--- config.mk ---
export PLATFORM = sky130hd
export DESIGN_NAME = byte_ring_fifo_burst_drain
export DESIGN_NICKNAME = d
export VERILOG_FILES = /design/src/brfb_pkg.sv /design/src/byte_ring_fifo_burst_drain.sv /design/src/brfb_queue.sv /design/src/brfb_front.sv /design/src/brfb_back.sv
export SDC_FILE = /design/constraint.sdc
export NUM_CORES = 2
export LEC_CHECK = 0
export BUFFER_PORTS_ARGS = -buffer_cell sky130_fd_sc_hd__buf_4
export CAP_MARGIN = 30
export CELL_PAD_IN_SITES_DETAIL_PLACEMENT = 0
export CELL_PAD_IN_SITES_GLOBAL_PLACEMENT = 1
export CORE_MARGIN = 2
export CORE_UTILIZATION = 40
export CTS_CLUSTER_SIZE = 40
export DETAILED_ROUTE_END_ITERATION = 16
export PLACE_DENSITY = 0.63
export SYNTH_ARGS = -nofsm -noshare
export SYNTH_HDL_FRONTEND = slang
export SYNTH_HIERARCHICAL = 1
export SYNTH_SLANG_ARGS = --single-unit
--- constraint.sdc ---
create_clock -name clk -period 4.6 [get_ports clk]
set_clock_uncertainty 0.1 [all_clocks]
set_input_delay 0.69 -clock clk [delete_from_list [all_inputs] [get_ports clk]]
set_output_delay 0.69 -clock clk [all_outputs]
set_load 0.03 [all_outputs]
--- src/brfb_pkg.sv ---
`timescale 1ns / 1ps

package brfb_pkg;

	// Defaults handed to the top level
	localparam int RING_SLOTS_DEF = 256;
	localparam int QUEUE_DEPTH    = 2;

	// Field widths
	localparam int KIND_W = 2;
	localparam int BYTE_W = 8;
	localparam int CFG_W  = 7;
	localparam int FREE_W = 8;

	// Burst limit range
	localparam logic [CFG_W-1:0] BURST_MIN = CFG_W'(1);
	localparam logic [CFG_W-1:0] BURST_MAX = CFG_W'(64);

	// Input item kinds
	localparam logic [KIND_W-1:0] KIND_ENQ    = 2'd0;
	localparam logic [KIND_W-1:0] KIND_BURST  = 2'd1;
	localparam logic [KIND_W-1:0] KIND_SINGLE = 2'd2;

	// Commands passed from the front to the back
	localparam logic [1:0] OP_NOP   = 2'd0;
	localparam logic [1:0] OP_ENQ   = 2'd1;
	localparam logic [1:0] OP_BURST = 2'd2;
	localparam logic [1:0] OP_SEND  = 2'd3;

	typedef struct packed {
		logic [1:0]        op;
		logic [BYTE_W-1:0] data;
	} cmd_t;

	typedef struct packed {
		logic              tx_valid;
		logic [BYTE_W-1:0] tx_byte;
		logic              accepted;
		logic [FREE_W-1:0] free_space;
		logic              empty_res;
		logic              last;
	} res_t;

endpackage

--- src/byte_ring_fifo_burst_drain.sv ---
`timescale 1ns / 1ps

// Byte ring buffer that feeds a serial transmitter.
// Input channel: push/full with kind, data_byte, tx_ready. Kind 0 enqueues
// data_byte, kind 1 drains up to burst_size bytes clamped to 1..64, kind 2
// drains one byte when tx_ready is set. Results leave through empty/pop;
// each carries tx_valid, tx_byte, accepted, free_space, empty_res and last.
// Configuration: cfg_valid/cfg_ready/cfg_data writes burst_size (ready is
// always high); write it only while the block is idle.
// The result of an enqueue or of a send that moves nothing passes through
// the input register, the command queue and the result queue; a send with
// bytes to drain first moves the back end into its drain state. Enqueues and
// empty sends run at one item per cycle while the receiver keeps popping.
// Between drained bytes the back end passes through a gap state that waits
// for the registered read port of the ring memory; it takes no command meanwhile.
// Reset clears both ring indices and the queues and sets burst_size to 1.
// When the receiver stalls pop, the result queue fills, the back end stops,
// the command queue fills and full rises; nothing is lost.
module byte_ring_fifo_burst_drain import brfb_pkg::*; #(
	parameter int RING_SLOTS = RING_SLOTS_DEF
) (
	input  logic              clk,
	input  logic              arst_n,
	input  logic              push,
	output logic              full,
	input  logic [KIND_W-1:0] kind,
	input  logic [BYTE_W-1:0] data_byte,
	input  logic              tx_ready,
	output logic              empty,
	input  logic              pop,
	output logic              tx_valid,
	output logic [BYTE_W-1:0] tx_byte,
	output logic              accepted,
	output logic [FREE_W-1:0] free_space,
	output logic              empty_res,
	output logic              last,
	input  logic              cfg_valid,
	output logic              cfg_ready,
	input  logic [CFG_W-1:0]  cfg_data
);

	cmd_t fr_cmd;
	logic fr_push;
	logic cq_full;
	cmd_t cq_cmd;
	logic cq_empty;
	logic cq_pop;
	res_t bk_res;
	logic bk_push;
	logic rq_full;
	res_t rq_res;

	assign cfg_ready = 1'b1;

	brfb_front u_front (
		.clk       (clk),
		.arst_n    (arst_n),
		.push      (push),
		.full      (full),
		.kind      (kind),
		.data_byte (data_byte),
		.tx_ready  (tx_ready),
		.cmd       (fr_cmd),
		.cmd_push  (fr_push),
		.cmd_full  (cq_full)
	);

	brfb_queue #(
		.WIDTH ($bits(cmd_t)),
		.DEPTH (QUEUE_DEPTH)
	) u_cmd_queue (
		.clk     (clk),
		.arst_n  (arst_n),
		.wr_en   (fr_push),
		.wr_data (fr_cmd),
		.q_full  (cq_full),
		.rd_en   (cq_pop),
		.rd_data (cq_cmd),
		.q_empty (cq_empty)
	);

	brfb_back #(
		.RING_SLOTS (RING_SLOTS)
	) u_back (
		.clk       (clk),
		.arst_n    (arst_n),
		.cfg_we    (cfg_valid && cfg_ready),
		.cfg_data  (cfg_data),
		.cmd       (cq_cmd),
		.cmd_empty (cq_empty),
		.cmd_pop   (cq_pop),
		.res       (bk_res),
		.res_push  (bk_push),
		.res_full  (rq_full)
	);

	brfb_queue #(
		.WIDTH ($bits(res_t)),
		.DEPTH (QUEUE_DEPTH)
	) u_res_queue (
		.clk     (clk),
		.arst_n  (arst_n),
		.wr_en   (bk_push),
		.wr_data (bk_res),
		.q_full  (rq_full),
		.rd_en   (pop),
		.rd_data (rq_res),
		.q_empty (empty)
	);

	// Drive result fields from the queue head
	assign tx_valid   = rq_res.tx_valid;
	assign tx_byte    = rq_res.tx_byte;
	assign accepted   = rq_res.accepted;
	assign free_space = rq_res.free_space;
	assign empty_res  = rq_res.empty_res;
	assign last       = rq_res.last;

endmodule

--- src/brfb_queue.sv ---
`timescale 1ns / 1ps

module brfb_queue import brfb_pkg::*; #(
	parameter int WIDTH = 10,
	parameter int DEPTH = QUEUE_DEPTH
) (
	input  logic             clk,
	input  logic             arst_n,
	input  logic             wr_en,
	input  logic [WIDTH-1:0] wr_data,
	output logic             q_full,
	input  logic             rd_en,
	output logic [WIDTH-1:0] rd_data,
	output logic             q_empty
);

	localparam int PW = (DEPTH > 1) ? $clog2(DEPTH) : 1;
	localparam int CW = $clog2(DEPTH + 1);
	localparam logic [PW-1:0] LAST_PTR = PW'(DEPTH - 1);

	logic [WIDTH-1:0] ent_q [DEPTH];
	logic [PW-1:0]    wr_ptr_q;
	logic [PW-1:0]    rd_ptr_q;
	logic [CW-1:0]    cnt_q;
	logic             do_wr;
	logic             do_rd;

	assign q_full  = (cnt_q == CW'(DEPTH));
	assign q_empty = (cnt_q == '0);
	assign do_wr   = wr_en && !q_full;
	assign do_rd   = rd_en && !q_empty;
	assign rd_data = ent_q[rd_ptr_q];

	// Store the incoming item
	always_ff @(posedge clk) begin
		if (do_wr)
			ent_q[wr_ptr_q] <= wr_data;
	end

	// Advance pointers and count
	always_ff @(posedge clk or negedge arst_n) begin
		if (!arst_n) begin
			wr_ptr_q <= '0;
			rd_ptr_q <= '0;
			cnt_q    <= '0;
		end else begin
			if (do_wr)
				wr_ptr_q <= (wr_ptr_q == LAST_PTR) ? '0 : wr_ptr_q + PW'(1);
			if (do_rd)
				rd_ptr_q <= (rd_ptr_q == LAST_PTR) ? '0 : rd_ptr_q + PW'(1);
			if (do_wr && !do_rd)
				cnt_q <= cnt_q + CW'(1);
			else if (do_rd && !do_wr)
				cnt_q <= cnt_q - CW'(1);
		end
	end

endmodule

--- src/brfb_front.sv ---
`timescale 1ns / 1ps

module brfb_front import brfb_pkg::*; (
	input  logic              clk,
	input  logic              arst_n,
	input  logic              push,
	output logic              full,
	input  logic [KIND_W-1:0] kind,
	input  logic [BYTE_W-1:0] data_byte,
	input  logic              tx_ready,
	output cmd_t              cmd,
	output logic              cmd_push,
	input  logic              cmd_full
);

	logic valid_s1;
	cmd_t cmd_s1;
	cmd_t cmd_d;
	logic adv;

	// Hold the stage while the command queue is full
	assign adv      = !valid_s1 || !cmd_full;
	assign full     = !adv;
	assign cmd      = cmd_s1;
	assign cmd_push = valid_s1;

	// Classify the item into a command
	always_comb begin
		cmd_d.data = data_byte;
		case (kind)
			KIND_ENQ:    cmd_d.op = OP_ENQ;
			KIND_BURST:  cmd_d.op = OP_BURST;
			KIND_SINGLE: cmd_d.op = tx_ready ? OP_SEND : OP_NOP;
			default:     cmd_d.op = OP_NOP;
		endcase
	end

	always_ff @(posedge clk or negedge arst_n) begin
		if (!arst_n)
			valid_s1 <= 1'b0;
		else if (adv)
			valid_s1 <= push;
	end

	always_ff @(posedge clk) begin
		if (adv && push)
			cmd_s1 <= cmd_d;
	end

endmodule

--- src/brfb_back.sv ---
`timescale 1ns / 1ps

module brfb_back import brfb_pkg::*; #(
	parameter int RING_SLOTS = RING_SLOTS_DEF
) (
	input  logic             clk,
	input  logic             arst_n,
	input  logic             cfg_we,
	input  logic [CFG_W-1:0] cfg_data,
	input  cmd_t             cmd,
	input  logic             cmd_empty,
	output logic             cmd_pop,
	output res_t             res,
	output logic             res_push,
	input  logic             res_full
);

	localparam int IDX_W = (RING_SLOTS > 1) ? $clog2(RING_SLOTS) : 1;
	localparam int SW    = (IDX_W > FREE_W) ? IDX_W : FREE_W;
	localparam logic [IDX_W-1:0] LAST_IDX = IDX_W'(RING_SLOTS - 1);

	localparam logic [1:0] ST_IDLE  = 2'd0;
	localparam logic [1:0] ST_DRAIN = 2'd1;
	localparam logic [1:0] ST_GAP   = 2'd2;

	logic [BYTE_W-1:0] ring_q [RING_SLOTS];
	logic [BYTE_W-1:0] rdata_q;
	logic [IDX_W-1:0]  wr_idx_q, wr_idx_d;
	logic [IDX_W-1:0]  rd_idx_q, rd_idx_d;
	logic [IDX_W-1:0]  cnt_q, cnt_d;
	logic [CFG_W-1:0]  burst_q;
	logic [CFG_W-1:0]  remain_q, remain_d;
	logic [CFG_W-1:0]  limit;
	logic [1:0]        state_q, state_d;
	logic              mem_we;
	logic              fin;
	logic [SW-1:0]     free_w;

	// Clamp the burst limit into its range
	always_comb begin
		if (burst_q < BURST_MIN)
			limit = BURST_MIN;
		else if (burst_q > BURST_MAX)
			limit = BURST_MAX;
		else
			limit = burst_q;
	end

	assign fin    = (cnt_q == IDX_W'(1)) || (remain_q == CFG_W'(1));
	assign free_w = SW'(RING_SLOTS - 1) - SW'(cnt_d);

	// Sequence commands and build results
	always_comb begin
		state_d  = state_q;
		wr_idx_d = wr_idx_q;
		rd_idx_d = rd_idx_q;
		cnt_d    = cnt_q;
		remain_d = remain_q;
		cmd_pop  = 1'b0;
		res_push = 1'b0;
		mem_we   = 1'b0;
		res      = '0;
		case (state_q)
			ST_IDLE: begin
				if (!cmd_empty && !res_full) begin
					cmd_pop = 1'b1;
					case (cmd.op)
						OP_ENQ: begin
							res_push = 1'b1;
							res.last = 1'b1;
							if (cnt_q != LAST_IDX) begin
								mem_we       = 1'b1;
								wr_idx_d     = (wr_idx_q == LAST_IDX) ? '0
								               : wr_idx_q + IDX_W'(1);
								cnt_d        = cnt_q + IDX_W'(1);
								res.accepted = 1'b1;
							end
						end
						OP_BURST: begin
							if (cnt_q != '0) begin
								remain_d = limit;
								state_d  = ST_DRAIN;
							end else begin
								res_push = 1'b1;
								res.last = 1'b1;
							end
						end
						OP_SEND: begin
							if (cnt_q != '0) begin
								remain_d = CFG_W'(1);
								state_d  = ST_DRAIN;
							end else begin
								res_push = 1'b1;
								res.last = 1'b1;
							end
						end
						default: begin
							res_push = 1'b1;
							res.last = 1'b1;
						end
					endcase
				end
			end
			ST_DRAIN: begin
				if (!res_full) begin
					res_push     = 1'b1;
					res.tx_valid = 1'b1;
					res.tx_byte  = rdata_q;
					res.last     = fin;
					rd_idx_d     = (rd_idx_q == LAST_IDX) ? '0 : rd_idx_q + IDX_W'(1);
					cnt_d        = cnt_q - IDX_W'(1);
					remain_d     = remain_q - CFG_W'(1);
					state_d      = fin ? ST_IDLE : ST_GAP;
				end
			end
			ST_GAP: begin
				// wait for the head byte at the new read index
				state_d = ST_DRAIN;
			end
			default: begin
				state_d = ST_IDLE;
			end
		endcase
		res.free_space = (free_w > SW'(255)) ? FREE_W'(255) : free_w[FREE_W-1:0];
		res.empty_res  = (cnt_d == '0);
	end

	// Ring storage with registered head read
	always_ff @(posedge clk) begin
		if (mem_we)
			ring_q[wr_idx_q] <= cmd.data;
		rdata_q <= ring_q[rd_idx_q];
	end

	always_ff @(posedge clk or negedge arst_n) begin
		if (!arst_n) begin
			state_q  <= ST_IDLE;
			wr_idx_q <= '0;
			rd_idx_q <= '0;
			cnt_q    <= '0;
			remain_q <= '0;
			burst_q  <= BURST_MIN;
		end else begin
			state_q  <= state_d;
			wr_idx_q <= wr_idx_d;
			rd_idx_q <= rd_idx_d;
			cnt_q    <= cnt_d;
			remain_q <= remain_d;
			if (cfg_we)
				burst_q <= cfg_data;
		end
	end

`ifndef ASSERT_OFF
	a_cnt_range: assert property (@(posedge clk) disable iff (!arst_n)
		cnt_q <= LAST_IDX)
		else $error("byte count above ring capacity");

	a_gap_to_drain: assert property (@(posedge clk) disable iff (!arst_n)
		state_q == ST_GAP |=> state_q == ST_DRAIN)
		else $error("gap state not followed by drain");

	a_push_room: assert property (@(posedge clk) disable iff (!arst_n)
		res_push |-> !res_full)
		else $error("result pushed into a full queue");

	a_drain_nonempty: assert property (@(posedge clk) disable iff (!arst_n)
		state_q == ST_DRAIN |-> (cnt_q != '0 && remain_q != '0))
		else $error("drain with no byte or no burst budget");

	a_pop_with_cmd: assert property (@(posedge clk) disable iff (!arst_n)
		cmd_pop |-> (!cmd_empty && state_q == ST_IDLE))
		else $error("command taken outside idle or from empty queue");
`endif

endmodule

==> impl_metrics.env <==
export IMPL_status="completed"
export IMPL_critPathLaunchType="register"
export IMPL_ff2ff_setup_slack_ns=0.38
export IMPL_clock_path_buffers=3
export IMPL_synth_area_leaders="edfxtp_1, mux4_2, mux2i_1"
export IMPL_end_kind="register"
export IMPL_finalCritPeriodShare=0.9165
export IMPL_hold_buffers=17
export IMPL_grt_overflow=0
export IMPL_path_class="register to register"
export IMPL_dp_worst_setup_slack_ns=0.4413
export IMPL_gp_congestion=0.8493
export IMPL_area_growth_pct=16.63
export IMPL_ctsRootBufferMaster="clkbuf_16"
export IMPL_max_stage_delay_ns=0.78
export IMPL_avgSynthCellArea_um2=20.83
export IMPL_fin_util=0.4683
export IMPL_track_usage=0.2118
export IMPL_synthArstFlopShare=0.02253
export IMPL_synth_top_area_frac=0.7483
export IMPL_rsz0062_at_grt="false"
export IMPL_synth_edff_count=2118
export IMPL_nets=4571
export IMPL_crit_fanout=37
export IMPL_fin_ws_ns=0.3842
export IMPL_ys_seq_area_frac=0.7647
export IMPL_finalSetupViolCount=0
export IMPL_peakVddDrop_mv=0.6312
export IMPL_ys_warn_count=6
export IMPL_synth_common_cells="edfxtp_1, mux4_2, nor2_1"
export IMPL_grt_pass1_wl_um=328000
export IMPL_path_clk_slew_ns=0.06
export IMPL_path_cells="buf_12 > buf_4 > mux4_2 > mux2i_1 > nor2_1 > a311oi_1 > nand4_1 > a21oi_1 > o32ai_1"
export IMPL_synth_fp_nets=4117
export IMPL_cts_resized=0
export IMPL_drive_above_1_share=0.2891
export IMPL_synth_distinct_cells=79
export IMPL_vias=42941
export IMPL_cts_buffers=216
export IMPL_antenna_found_initial=5
export IMPL_antenna_left=0
export IMPL_wire_per_inst_um=30.46
export IMPL_final_max_slew_viol_count=0
export IMPL_routed_wl_um=229700
export IMPL_hold_viol=0
export IMPL_grt_max_degree=138
export IMPL_drc=0
export IMPL_syn_area_um2=84990
export IMPL_cts_max_level=4
export IMPL_num_rows=169
export IMPL_tns_ns=0
export IMPL_clock_sinks=2175
export IMPL_fmax_mhz=237.2
export IMPL_synth_cells=4081
export IMPL_leakage_uw=0.03187
export IMPL_yosysMostFrequentCell="edfxtp_1"
export IMPL_worst_slew_pin_slew_ns=1.071
export IMPL_period_needed_ns=4.216
export IMPL_dp_hpwl_um=145200
export IMPL_finalPower_uw=63420
export IMPL_synth_area_leader_cell="edfxtp_1"
export IMPL_dieHeight_um=464.9
export IMPL_drt_pass1_iterations=5
export IMPL_fin_cells=7542
export IMPL_cpMaxStageDelayCell="dfrtp_4"
export IMPL_drt_vias_per_instance=5.694
export IMPL_clk_latency_ns=0.86
export IMPL_synth_top_flop_cell="edfxtp_1"
export IMPL_slew_headroom=0.2862
export IMPL_power_per_cell_area_nw_per_um2=639.8
export IMPL_start_util=0.4015
export IMPL_core_area_um2=211700
export IMPL_ys_ff_latch=2175
export IMPL_die_x_um=464.9
export IMPL_die_area_um2=216200
export IMPL_cts_tree="built"
export IMPL_pin_count=46
export IMPL_first_global_vias=43373
export IMPL_initialDrtViolationCount=4864
export IMPL_required_ns=5.22
export IMPL_max_cap_violations=0
export IMPL_arrival_ns=4.83
export IMPL_dp_cells=7119
export IMPL_n_antenna_cell=0
export IMPL_io_buffers=44
export IMPL_post_cts_buffers=0
export IMPL_hp_class="input port to register"
==> state kept, by name (all words and copies together) (netlist names), 7 cells and up <==
name and count:
u_back/burst_q 7, u_back/remain_q 7, u_back/cnt_q 8, u_back/ring_q 2048, u_res_queue/ent_q 40, u_back/rdata_q 8, u_front/cmd 10, u_cmd_queue/ent_q 20
u_back/wr_idx_q 8, u_back/rd_idx_q 8
==> logic make-up after synthesis <==
family	Yosys count	share of synthesized area
AOI/OAI and AO/OA	313	0.02484
xor gates and xnor gates	22	0.002267
adders and majority gates	13	0.001914
buffers and inverters	273	0.01659
DFF	2175	0.7647
muxes	739	0.1621
other	1	0.00004412
and+or+nand+nor	545	0.02753
==> power by group <==
group | total [µW] | switching (µW) | internal, µW
registers | 25800 | 677 | 25100
logic | 18800 | 11900 | 6990
clock network | 18800 | 7600 | 11200
==> metrics by stage <==
step	hold WS [ns]	cell area [µm²]
after CTS	0.008094	99070
after detailed placement	0.3374	91280
after global placement	0.3245	91190
after global routing	0.03507	99120
after floorplan	0.2944	84990
final	0.07021	99120
==> critical path, delay by kind of cell, from the launching register on <==
family,cells,cell delay (ns)
compound gates,3,1.26
buf+inv,2,0.70
flops,1,0.78
mux,2,0.85
simple gates,2,0.33
==> per-layer routing <==
layer,vias to the layer above,routed length (µm),GRT usage
li1,17757,-,-
met1,23066,95500,0.2965
met2,1775,111700,0.3442
met3,341,16270,0.03437
met4,2,6197,0.06100
met5,-,7,0
==> layout make-up <==
type | instances | area, µm²
Fill cell | 17379 | 112500
Sequential cell | 2175 | 65010
Multi-Input combinational cell | 1633 | 18750
Clock buffer | 263 | 5695
Timing Repair Buffer | 471 | 4063
Tap cell | 2821 | 3530
Clock inverter | 141 | 1924
Inverter | 38 | 147.6
==> final timing paths <==
| kind | endpoint | depth (start not counted) | from |
|---|---|---|---|
| max in group asynchronous | u_back/rd_idx_q[4] | 2 | arst_n |
| max reg2reg | u_back/rdata_q[5] | 9 | u_back/rd_idx_q[0] |
| min reg2reg | u_cmd_queue/ent_q[1][6] | 0 | u_front/cmd[6] |
| min | u_res_queue/rd_ptr_q | 3 | pop |
| min in group asynchronous | u_back/remain_q[3] | 2 | arst_n |
| max | u_back/rdata_q[5] | 9 | u_back/rd_idx_q[0] |
==> cells in the final DEF, fill, tap and decap left out, types with 16 or more instances in the layout <==
cell type	n
a21oi_1	56
a221oi_1	21
a22oi_1	17
buf_12	32
buf_4	417
bufinv_16	42
clkbuf_1	39
clkbuf_16	219
clkinv_1	27
clkinv_2	48
dfrtp_1	41
dlygate4sd3_1	17
edfxtp_1	2118
inv_1	34
mux2_1	22
mux2_2	22
mux2i_1	182
mux4_2	505
nand2_1	95
nand3_1	20
nor2_1	310
nor3_1	23
o21ai_0	51
o21ai_1	29
o221ai_1	27
o22ai_1	22
xnor2_1	16
Note: power is estimated with default switching activity, not from simulation.
